File: src/hw/rtl/radix_digit_converter_defines.svh
// Assertion macros used by the radix digit converter RTL.
// Included by modules that carry concurrent checks; no other dependencies.
`ifndef RADIX_DIGIT_CONVERTER_DEFINES_SVH
`define RADIX_DIGIT_CONVERTER_DEFINES_SVH

// Same-cycle implication, disabled while in reset.
`define RDC_ASSERT_IMP(label, clk, rstn, ante, cons) \
    label: assert property (@(posedge clk) disable iff (!(rstn)) (ante) |-> (cons)) \
        else $error("rdc: same-cycle property violated");

// Next-cycle implication, disabled while in reset.
`define RDC_ASSERT_NXT(label, clk, rstn, ante, cons) \
    label: assert property (@(posedge clk) disable iff (!(rstn)) (ante) |=> (cons)) \
        else $error("rdc: next-cycle property violated");

`endif

File: src/hw/rtl/rdc_pkg.sv
// Package for the radix digit converter: widths, limits, FSM state type
// and the command/status structs between controller and datapath. No dependencies.
`default_nettype none

package rdc_pkg;

    localparam int WORD_W      = 32;
    localparam int MAX_DIGITS  = 32;
    localparam int STORE_DEPTH = 32;
    localparam int ADDR_W      = $clog2(STORE_DEPTH);
    localparam int CNT_W       = $clog2(MAX_DIGITS + 1);
    localparam int BIT_CNT_W   = $clog2(WORD_W);

    localparam logic [WORD_W-1:0] RADIX_RESET = WORD_W'(10);

    typedef enum logic [2:0] {
        ST_IDLE,
        ST_CHECK,
        ST_DIV,
        ST_STORE,
        ST_READ,
        ST_EMIT,
        ST_ERROR
    } rdc_state_t;

    typedef struct packed {
        logic load;        // take a new value, clear digit count
        logic div_start;   // clear remainder and bit counter
        logic div_step;    // one restoring division step
        logic store_rem;   // write remainder as next digit
        logic store_zero;  // write a single zero digit
        logic mem_read;    // read digit store at emit index
        logic idx_dec;     // step emit index towards the least significant digit
        logic out_digit;   // load output register with read digit
        logic out_err;     // load output register with the overflow result
    } rdc_cmd_t;

    typedef struct packed {
        logic radix_lt2;
        logic quot_zero;
        logic div_last;
        logic count_full;
        logic idx_zero;
        logic out_free;
    } rdc_status_t;

endpackage

`default_nettype wire

File: src/hw/rtl/rdc_ctrl.sv
// Controller FSM of the radix digit converter: sequences division, digit
// storage and emission. Depends on rdc_pkg.
`default_nettype none

module rdc_ctrl (
    input  wire logic                aclk,
    input  wire logic                aresetn,
    input  wire logic                s_valid,
    output logic                     s_ready,
    input  wire rdc_pkg::rdc_status_t status,
    output rdc_pkg::rdc_cmd_t        cmd
);
    import rdc_pkg::*;

    rdc_state_t state_reg;
    rdc_state_t state_next;

    always_ff @(posedge aclk) begin
        if (!aresetn) begin
            state_reg <= ST_IDLE;
        end else begin
            state_reg <= state_next;
        end
    end

    always_comb begin
        state_next = state_reg;
        unique case (state_reg)
            ST_IDLE: begin
                if (s_valid) begin
                    state_next = ST_CHECK;
                end
            end
            ST_CHECK: begin
                priority if (status.radix_lt2) begin
                    state_next = status.quot_zero ? ST_READ : ST_ERROR;
                end else if (status.count_full) begin
                    state_next = ST_ERROR;
                end else begin
                    state_next = ST_DIV;
                end
            end
            ST_DIV: begin
                if (status.div_last) begin
                    state_next = ST_STORE;
                end
            end
            ST_STORE: begin
                state_next = status.quot_zero ? ST_READ : ST_CHECK;
            end
            ST_READ: begin
                state_next = ST_EMIT;
            end
            ST_EMIT: begin
                if (status.out_free) begin
                    state_next = status.idx_zero ? ST_IDLE : ST_READ;
                end
            end
            ST_ERROR: begin
                if (status.out_free) begin
                    state_next = ST_IDLE;
                end
            end
            default: begin
                state_next = ST_IDLE;
            end
        endcase
    end

    always_comb begin
        cmd     = '0;
        s_ready = 1'b0;
        unique case (state_reg)
            ST_IDLE: begin
                s_ready  = 1'b1;
                cmd.load = s_valid;
            end
            ST_CHECK: begin
                priority if (status.radix_lt2) begin
                    cmd.store_zero = status.quot_zero;
                end else if (!status.count_full) begin
                    cmd.div_start = 1'b1;
                end
            end
            ST_DIV: begin
                cmd.div_step = 1'b1;
            end
            ST_STORE: begin
                cmd.store_rem = 1'b1;
            end
            ST_READ: begin
                cmd.mem_read = 1'b1;
            end
            ST_EMIT: begin
                cmd.out_digit = status.out_free;
                cmd.idx_dec   = status.out_free && !status.idx_zero;
            end
            ST_ERROR: begin
                cmd.out_err = status.out_free;
            end
            default: begin
                cmd = '0;
            end
        endcase
    end

endmodule

`default_nettype wire

File: src/hw/rtl/rdc_datapath.sv
// Datapath of the radix digit converter: radix register, restoring divider,
// digit store memory and output register. Depends on rdc_pkg and the defines header.
`default_nettype none
`include "radix_digit_converter_defines.svh"

module rdc_datapath (
    input  wire logic                        aclk,
    input  wire logic                        aresetn,
    input  wire logic                        cfg_wr,
    input  wire logic [rdc_pkg::WORD_W-1:0]  cfg_radix,
    input  wire logic [rdc_pkg::WORD_W-1:0]  s_value,
    input  wire rdc_pkg::rdc_cmd_t           cmd,
    output rdc_pkg::rdc_status_t             status,
    input  wire logic                        m_ready,
    output logic                             m_valid,
    output logic [rdc_pkg::WORD_W-1:0]       m_digit,
    output logic                             m_last_digit,
    output logic                             m_too_many_digits
);
    import rdc_pkg::*;

    logic [WORD_W-1:0]    radix_reg;
    logic [WORD_W-1:0]    quot_reg;
    logic [WORD_W-1:0]    quot_next;
    logic [WORD_W-1:0]    rem_reg;
    logic [WORD_W-1:0]    rem_next;
    logic [BIT_CNT_W-1:0] bit_cnt_reg;
    logic [BIT_CNT_W-1:0] bit_cnt_next;
    logic [CNT_W-1:0]     ndig_reg;
    logic [CNT_W-1:0]     ndig_next;
    logic [ADDR_W-1:0]    idx_reg;
    logic [ADDR_W-1:0]    idx_next;

    logic [WORD_W-1:0]    store_mem [STORE_DEPTH];
    logic [WORD_W-1:0]    rd_data_reg;

    logic                 valid_reg;
    logic [WORD_W-1:0]    digit_reg;
    logic                 last_reg;
    logic                 err_reg;

    logic [WORD_W:0]      trial;      // partial remainder with next dividend bit
    logic [WORD_W+1:0]    diff;
    logic                 fits;

    // Restoring division step: shift in the next dividend bit, subtract if it fits.
    assign trial = {rem_reg, quot_reg[WORD_W-1]};
    assign diff  = {1'b0, trial} - {2'b00, radix_reg};
    assign fits  = !diff[WORD_W+1];

    always_comb begin
        quot_next    = quot_reg;
        rem_next     = rem_reg;
        bit_cnt_next = bit_cnt_reg;
        if (cmd.load) begin
            quot_next = s_value;
        end else if (cmd.div_start) begin
            rem_next     = '0;
            bit_cnt_next = '0;
        end else if (cmd.div_step) begin
            quot_next    = {quot_reg[WORD_W-2:0], fits};
            rem_next     = fits ? diff[WORD_W-1:0] : trial[WORD_W-1:0];
            bit_cnt_next = bit_cnt_reg + BIT_CNT_W'(1);
        end
    end

    always_comb begin
        ndig_next = ndig_reg;
        idx_next  = idx_reg;
        if (cmd.load) begin
            ndig_next = '0;
        end else if (cmd.store_rem || cmd.store_zero) begin
            ndig_next = ndig_reg + CNT_W'(1);
            idx_next  = ndig_reg[ADDR_W-1:0];
        end else if (cmd.idx_dec) begin
            idx_next  = idx_reg - ADDR_W'(1);
        end
    end

    always_ff @(posedge aclk) begin
        if (!aresetn) begin
            radix_reg   <= RADIX_RESET;
            ndig_reg    <= '0;
            quot_reg    <= '0;
            rem_reg     <= '0;
            bit_cnt_reg <= '0;
            idx_reg     <= '0;
        end else begin
            if (cfg_wr) begin
                radix_reg <= cfg_radix;
            end
            ndig_reg    <= ndig_next;
            quot_reg    <= quot_next;
            rem_reg     <= rem_next;
            bit_cnt_reg <= bit_cnt_next;
            idx_reg     <= idx_next;
        end
    end

    // Digit store: one write port, one registered read port.
    always_ff @(posedge aclk) begin
        if (cmd.store_rem || cmd.store_zero) begin
            store_mem[ndig_reg[ADDR_W-1:0]] <= cmd.store_zero ? '0 : rem_reg;
        end
        if (cmd.mem_read) begin
            rd_data_reg <= store_mem[idx_reg];
        end
    end

    always_ff @(posedge aclk) begin
        if (!aresetn) begin
            valid_reg <= 1'b0;
        end else if (cmd.out_digit || cmd.out_err) begin
            valid_reg <= 1'b1;
        end else if (m_ready) begin
            valid_reg <= 1'b0;
        end
    end

    always_ff @(posedge aclk) begin
        if (cmd.out_digit) begin
            digit_reg <= rd_data_reg;
            last_reg  <= (idx_reg == '0);
            err_reg   <= 1'b0;
        end else if (cmd.out_err) begin
            digit_reg <= '0;
            last_reg  <= 1'b1;
            err_reg   <= 1'b1;
        end
    end

    assign status.radix_lt2  = (radix_reg[WORD_W-1:1] == '0);
    assign status.quot_zero  = (quot_reg == '0);
    assign status.div_last   = (bit_cnt_reg == BIT_CNT_W'(WORD_W - 1));
    assign status.count_full = (ndig_reg == CNT_W'(MAX_DIGITS));
    assign status.idx_zero   = (idx_reg == '0);
    assign status.out_free   = !valid_reg || m_ready;

    assign m_valid           = valid_reg;
    assign m_digit           = digit_reg;
    assign m_last_digit      = last_reg;
    assign m_too_many_digits = err_reg;

    `RDC_ASSERT_IMP(a_err_shape, aclk, aresetn, valid_reg && err_reg, (digit_reg == '0) && last_reg)
    `RDC_ASSERT_IMP(a_count_bound, aclk, aresetn, 1'b1, ndig_reg <= CNT_W'(MAX_DIGITS))
    `RDC_ASSERT_IMP(a_rem_below_radix, aclk, aresetn, cmd.store_rem, rem_reg < radix_reg)

endmodule

`default_nettype wire

File: src/hw/rtl/radix_digit_converter.sv
// Radix digit converter: splits a 32-bit unsigned value into digits of a
// programmable base. Each digit takes a check state, a restoring division
// in the datapath's divider at one quotient bit per cycle, and a store state,
// and is then read back from the digit store and emitted through a read
// state and an emit state, which waits until the output register is free.
// One item is worked on at a time. Digits come out most significant first with
// m_last_digit on the final one; a value needing more digits than the store
// holds (or a non-zero value with radix below two) gives one result with
// m_too_many_digits set and digit zero. The radix (reset 10) is written through
// the cfg channel only while the block is idle: the user is bound to keep to
// this, as the block itself does not enforce it.
// Depends on rdc_pkg, rdc_ctrl and rdc_datapath.
`default_nettype none

module radix_digit_converter (
    input  wire logic                        aclk,
    input  wire logic                        aresetn,
    input  wire logic                        cfg_valid,
    output logic                             cfg_ready,
    input  wire logic [rdc_pkg::WORD_W-1:0]  cfg_radix,
    input  wire logic                        s_valid,
    output logic                             s_ready,
    input  wire logic [rdc_pkg::WORD_W-1:0]  s_value,
    output logic                             m_valid,
    input  wire logic                        m_ready,
    output logic [rdc_pkg::WORD_W-1:0]       m_digit,
    output logic                             m_last_digit,
    output logic                             m_too_many_digits
);
    import rdc_pkg::*;

    rdc_cmd_t    cmd;
    rdc_status_t status;

    assign cfg_ready = 1'b1;

    rdc_ctrl u_ctrl (
        .aclk    (aclk),
        .aresetn (aresetn),
        .s_valid (s_valid),
        .s_ready (s_ready),
        .status  (status),
        .cmd     (cmd)
    );

    rdc_datapath u_datapath (
        .aclk              (aclk),
        .aresetn           (aresetn),
        .cfg_wr            (cfg_valid && cfg_ready),
        .cfg_radix         (cfg_radix),
        .s_value           (s_value),
        .cmd               (cmd),
        .status            (status),
        .m_ready           (m_ready),
        .m_valid           (m_valid),
        .m_digit           (m_digit),
        .m_last_digit      (m_last_digit),
        .m_too_many_digits (m_too_many_digits)
    );

endmodule

`default_nettype wire

File: config.mk
export PLATFORM = sky130hd
export DESIGN_NAME = radix_digit_converter
export DESIGN_NICKNAME = d
export VERILOG_FILES = /design/src/hw/rtl/rdc_pkg.sv /design/src/hw/rtl/rdc_ctrl.sv /design/src/hw/rtl/rdc_datapath.sv /design/src/hw/rtl/radix_digit_converter.sv
export VERILOG_INCLUDE_DIRS = /design/src /design/src/hw/rtl
export SDC_FILE = /design/constraint.sdc
export NUM_CORES = 1
export LEC_CHECK = 0
export BUFFER_PORTS_ARGS = -buffer_cell sky130_fd_sc_hd__buf_2
export CAP_MARGIN = 10
export CORE_MARGIN = 2
export CORE_UTILIZATION = 30
export CTS_BUF_LIST = sky130_fd_sc_hd__clkbuf_4
export DETAILED_ROUTE_END_ITERATION = 8
export PLACE_DENSITY_LB_ADDON = 0.2
export RECOVER_POWER = 50
export REMOVE_ABC_BUFFERS = 1
export SYNTH_ARGS = -nofsm -noshare
export SYNTH_HDL_FRONTEND = slang
export SYNTH_SLANG_ARGS = --single-unit
export TNS_END_PERCENT = 10
File: constraint.sdc
create_clock -name aclk -period 5.1 [get_ports aclk]
set_input_delay 0.255 -clock aclk [delete_from_list [all_inputs] [get_ports aclk]]
set_output_delay 0.255 -clock aclk [all_outputs]
set_load 0.1 [all_outputs]
==> results_dict.tcl, run 1 <==
set metrics [dict create \
    io_pins 106 \
    crit_chain "clkbuf_4 -> mux4_2 -> mux4_2 -> mux2_2" \
    crit_path_start_kind "flip-flop" \
    core_um2 158000 \
    syn_to_final_growth_pct 21.2 \
    crit_buf_inv 1 \
    ant_nets 0 \
    cts.sinks 1206 \
    yosysWarnings 0 \
    syn_area_um2 47900 \
    end_kind "flip-flop" \
    crit_fanout 40 \
    die_area_um2 163000 \
    finalClockSkew_ns 0.123 \
    post-route-min-period_ns 4.51 \
    drc 0 \
    netlist_instances 2459 \
    avgSynthCellArea_um2 19.5 \
    post_drt_wl_per_cell_um 24.7 \
    yosysSeqAreaShare_pct 73.2 \
    cts-root-buf "clkbuf_4" \
    timing.final.crit_share_pct 88.5 \
    routed_via_density 4.94 \
    synthTopCellsByCount "edfxtp_1, mux4_2, nor2_1, dfxtp_1, nand2_1" \
    dp.cells 4591 \
    hold_viol_final 0 \
    clkTransAtPathRegs_ns 0.06 \
    cp.arrival_ns 5.45 \
    ys.flop_type "edfxtp_1" \
    drive_above_1_share_pct 31.1 \
    fmax_mhz 222 \
    setup_viol 0 \
    seq_area_um2 35100 \
    synth.most_common_cell "edfxtp_1" \
    fin_cells 5414 \
    synth_top_cell_area_share_pct 68.3 \
    pre_cts_ws_ns 0.666 \
    timing.final.ws_setup_ns 0.588 \
    post-route-util_pct 36.6 \
    worstMarginPinSlew_ns 3.29 \
    crit_family "flip-flops" \
    holdCritPathClass "in -> reg" \
    slowest_stage "dfxtp_2" \
    nFillCells 14600 \
    drt_iter0_drc 2151 \
    cts_tree "done" \
    crit_required_ns 6.04 \
    async_reset_ff_share_pct 0 \
    route.vias.total 26700 \
    slew_headroom_pct -119 \
    setup_tns_ns 0 \
    rows 146 \
    cap_violations 37 \
    violations "capacitance limit, slew limit" \
    powerDensity_nw_per_um2 360 \
    synth_seq_cells 1206 \
    p_leak_nw 17.6 \
    setup.worst_path.class "reg -> reg" \
    grt_max_degree 53 \
    ctsHtreeMaxLevel 5 \
    clock_path_buffers 4 \
    yosys.area.top_type "edfxtp_1" \
    die_h_um 403 \
    grt_pass1_wl_mm 194 \
    rsz0062_at_grt "no" \
    numPortBuffers 104 \
    place.gp.congestion 0.800 \
    maxSlewViolCount 1219 \
    crit_path_max_incr_delay_ns 1.56 \
    drt_wl_total_mm 134 \
    largest_reg_flops 1024 \
    dp_hpwl_mm 82.2 \
    antenna_found_initial 11 \
    irDropWorstVdd_uv 265 \
    grt_pass1_vias 28300 \
    fin_nets 3218 \
    status "finished, violations left" \
    ys_top_cells_by_area "edfxtp_1, mux4_2, dfxtp_1" \
    multiInputGateArea_um2 12300 \
    synth_cell_types 67 \
    crit_top_cell "mux4_2" \
    die_w_um 403 \
    clkLatencyLatePin_ns 1.29 \
    grt_overflow 0 \
    cts_buffers 345 \
    start_util_pct 30.2 \
    first_pass_iters 5 \
    grt_use_total_pct 16.5 \
    synth_edf_count 1089 \
]
-- cell families after synthesis --
| group | count (synthesis) | share of synthesized area [%] |
|---|---|---|
| other | 1 | 0.00784 |
| buffers and inverters | 181 | 1.54 |
| AO/OA/AOI/OAI | 241 | 3.33 |
| flip-flops | 1206 | 73.2 |
| XOR/XNOR | 37 | 0.677 |
| adder cells (fa/ha/maj) | 41 | 1.09 |
| AND/OR/NAND/NOR | 368 | 3.65 |
| multiplexers | 384 | 16.5 |
-- metal layers --
| layer | track usage (%) | wire [µm] | vias up |
|---|---|---|---|
| li1 | - | - | 11500 |
| met1 | 23.4 | 61700 | 14100 |
| met2 | 25.1 | 61600 | 939 |
| met3 | 3.69 | 7850 | 188 |
| met4 | 5.13 | 2500 | 0 |
| met5 | 0 | 0 | - |
-- cell type report --
type,instances,share of cell area [%]
flip-flops and latches,1206,60.4
multi-input cells,1072,21.2
repair buffers,435,6.44
clock buffers,491,6.35
well taps,2072,4.47
clock inverters,81,0.729
inverters,48,0.310
diodes,9,0.0388
-- path summary, 6_finish.rpt --
| path | from | endpoint | slack, ns | cells past startpoint |
|---|---|---|---|---|
| setup / recovery | u_datapath.idx_reg[0] | u_datapath.rd_data_reg[21] | 0.59 | 4 |
| hold / removal | s_valid | u_ctrl.state_reg[0] | 0.24 | 8 |
| setup reg to reg | u_datapath.idx_reg[0] | u_datapath.rd_data_reg[21] | 0.59 | 4 |
| hold reg to reg | u_datapath.rem_reg[12] | u_datapath.rem_reg[12] | 0.49 | 2 |
-- tightest hold or removal path, cell delays in order --
cell           delay [ns]
dlygate4sd3_1        0.51
buf_2                0.14
nor3_1               0.06
a21oi_1              0.12
o22ai_1              0.12
a21oi_1              0.14
nor2_1               0.05
nor2_1               0.07
-- cell usage in the layout (no fill, tap or decap), types with 9 or more instances in the layout --
master	n
a21o_1	14
a21oi_1	69
a22oi_1	32
a31oi_1	9
a32oi_1	12
and2_0	50
and2_1	16
buf_12	23
buf_2	57
buf_4	37
clkbuf_1	74
clkbuf_4	492
clkinv_1	60
clkinv_2	11
dfxtp_1	112
diode_2	9
dlygate4sd3_1	242
edfxtp_1	1089
ha_1	40
inv_1	46
mux2_2	31
mux2i_1	32
mux4_2	320
nand2_1	97
nand4_1	12
nor2_1	90
nor2_4	29
nor2b_1	9
nor3_1	14
nor4_1	16
o21ai_0	38
o21ai_1	14
xnor2_1	20
xor2_1	17
-- where the power goes --
group / switching, mW / total, mW / internal (mW)
combinational: 0.753 / 1.43 / 0.674
clock: 4.02 / 8.61 / 4.59
sequential: 0.116 / 10.8 / 10.7
total: 4.89 / 20.9 / 16.0
-- per-stage QoR --
stage / instance area [µm²] / hold slack (ns) / power (mW)
global placement: 51700 / 0.460 / 12.2
global route: 58000 / 0.203 / 21.8
CTS: 58200 / 0.0623 / 21.2
detailed placement: 51700 / 0.468 / 12.2
floorplan: 47300 / 0.354 / 11.9
finish: 58000 / 0.237 / 20.9
-- repair_timing --
| item | 4_1_cts | 5_1_grt |
|---|---|---|
| hold endpoints to repair | 119 | 0 |
| setup buffers | 0 | 0 |
| hold buffers | 242 | 0 |
| gates resized for setup | 0 | 0 |
No activity file was read; power rests on OpenSTA's default activity.
==> inputs of run 2 (changes only) <==
--- a/config.mk
+++ b/config.mk
@@ -9,7 +9,7 @@
 export BUFFER_PORTS_ARGS = -buffer_cell sky130_fd_sc_hd__buf_2
 export CAP_MARGIN = 10
 export CORE_MARGIN = 2
-export CORE_UTILIZATION = 30
+export CORE_UTILIZATION = 40
 export CTS_BUF_LIST = sky130_fd_sc_hd__clkbuf_4
 export DETAILED_ROUTE_END_ITERATION = 8
 export PLACE_DENSITY_LB_ADDON = 0.2
==> constraint.sdc (replaced) <==
create_clock -name aclk -period 3.61 [get_ports aclk]
set_input_delay 0.1805 -clock aclk [delete_from_list [all_inputs] [get_ports aclk]]
set_output_delay 0.1805 -clock aclk [all_outputs]
set_load 0.1 [all_outputs]
==> run 2 against run 1 <==
- the flow now finishes without violations
- power is 38% higher
- worst hold slack improved by 0.092 ns
- utilization is 12 points higher
- cell count shrank 8.8%
- sequential power up 42%
- first-iteration DRC count up 21%
- global-route usage increased by 4.7 points
- die area decreased by 25%
- worst setup slack lost 0.47 ns
- via count is 0.22% lower
- largest cell class unchanged
- highest routed layer is now met5
==> results_dict.tcl, run 2 (synthesis results as in run 1) <==
set metrics [dict create \
    status "complete, no violations" \
    end_kind "flip-flop" \
    crit_fanout 42 \
    first_pass_iters 8 \
    worstMarginPinSlew_ns 1.45 \
    route.vias.total 26700 \
    fin_nets 3239 \
    grt_pass1_vias 28200 \
    fmax_mhz 286 \
    timing.final.ws_setup_ns 0.117 \
    holdCritPathClass "in -> reg" \
    crit_path_start_kind "flip-flop" \
    slew_headroom_pct 3.49 \
    numPortBuffers 104 \
    drc 0 \
    mostFrequentLayoutCell "edfxtp_1" \
    dp_hpwl_mm 73.3 \
    post-route-util_pct 48.4 \
    setup_viol 0 \
    cts.sinks 1206 \
    hold_viol_final 0 \
    drive_above_1_share_pct 31.2 \
    finalClockSkew_ns 0.0927 \
    setup_tns_ns 0 \
    start_util_pct 40.4 \
    die_h_um 350 \
    pre_cts_ws_ns 0.328 \
    syn_to_final_growth_pct 19.8 \
    die_area_um2 122000 \
    clkLatencyLatePin_ns 1.21 \
    crit_required_ns 4.48 \
    final_cell_mix "edfxtp_1, clkbuf_4, mux4_2" \
    dp.cells 4149 \
    grt_overflow 0 \
    grt_pass1_wl_mm 186 \
    largest_reg_flops 1024 \
    p_leak_nw 18.4 \
    post-route-min-period_ns 3.49 \
    drt_iter0_drc 2599 \
    cp.arrival_ns 4.36 \
    drt_wl_total_mm 128 \
    cts_buffers 327 \
    timing.final.crit_share_pct 96.8 \
    fin_cells 4940 \
    nFillCells 9945 \
    cts_tree "done" \
    clkTransAtPathRegs_ns 0.06 \
    ant_nets 0 \
    rsz0062_at_grt "no" \
    post_drt_wl_per_cell_um 25.8 \
    die_w_um 350 \
    cts-root-buf "clkbuf_4" \
    antenna_found_initial 7 \
    rows 126 \
    finalPower_mw 28.8 \
    setup.worst_path.class "reg -> reg" \
    place.gp.congestion 0.824 \
    core_um2 118000 \
    routed_via_density 5.40 \
    post_cts_buffers 0 \
    clock_path_buffers 4 \
    grt_max_degree 69 \
    ctsHtreeMaxLevel 5 \
    powerDensity_nw_per_um2 502 \
    maxSlewViolCount 0 \
    irDropWorstVdd_uv 269 \
    grt_use_total_pct 21.2 \
    cap_violations 0 \
    io_pins 106 \
]
[run 2: worst paths after layout]
kind         slack (ns)                       start                         end  depth (start not counted)
max                0.12       u_datapath.idx_reg[1]  u_datapath.rd_data_reg[12]                          4
min                0.33                     aresetn     u_datapath.radix_reg[2]                          4
max reg2reg        0.12       u_datapath.idx_reg[1]  u_datapath.rd_data_reg[12]                          4
min reg2reg        0.49  u_datapath.rd_data_reg[12]      u_datapath.m_digit[12]                          1
[run 2: where the power goes]
group	internal [mW]	leakage, nW	total, mW	switching (mW)
sequential	15.2	10.7	15.3	0.145
clock	6.03	2.30	11.4	5.39
combinational	1.00	5.41	2.04	1.04
total	22.2	18.4	28.8	6.58
[run 2: stage by stage]
step,hold slack [ns],instance area [µm²]
2_1_floorplan,0.279,47300
3_3_place_gp,0.427,51300
3_5_place_dp,0.432,51300
4_1_cts,0.117,57600
5_1_grt,0.252,57300
6_report,0.329,57300
[run 2: per-layer routing]
metal	part of all wire, %	global-route usage (%)
met1	42	28.0
met2	50	35.4
met3	6.6	4.73
met4	1.4	5.96
met5	0.010	0
[run 2: layout make-up]
class | instances | area (µm²) | share of cell area (%)
Antenna cell | 4 | 10.0 | 0.0175
Clock buffer | 460 | 3450 | 6.03
Clock inverter | 76 | 377 | 0.657
Inverter | 48 | 180 | 0.314
Multi-Input combinational cell | 1072 | 12300 | 21.4
Sequential cell | 1206 | 35100 | 61.2
Tap cell | 1600 | 2000 | 3.49
Timing Repair Buffer | 474 | 3990 | 6.95
[run 2: timing repair]
item,CTS,global route
endpoints found under the hold margin,130,0
resized for setup,0,3
hold buffers,248,0
setup endpoints to repair,0,1
[run 2: worst max-delay path: stages, from the launching register on]
cell and delay (ns):
dfxtp_2 1.05, clkbuf_4 0.80, mux4_2 0.44, mux4_2 0.47, mux2_1 0.37
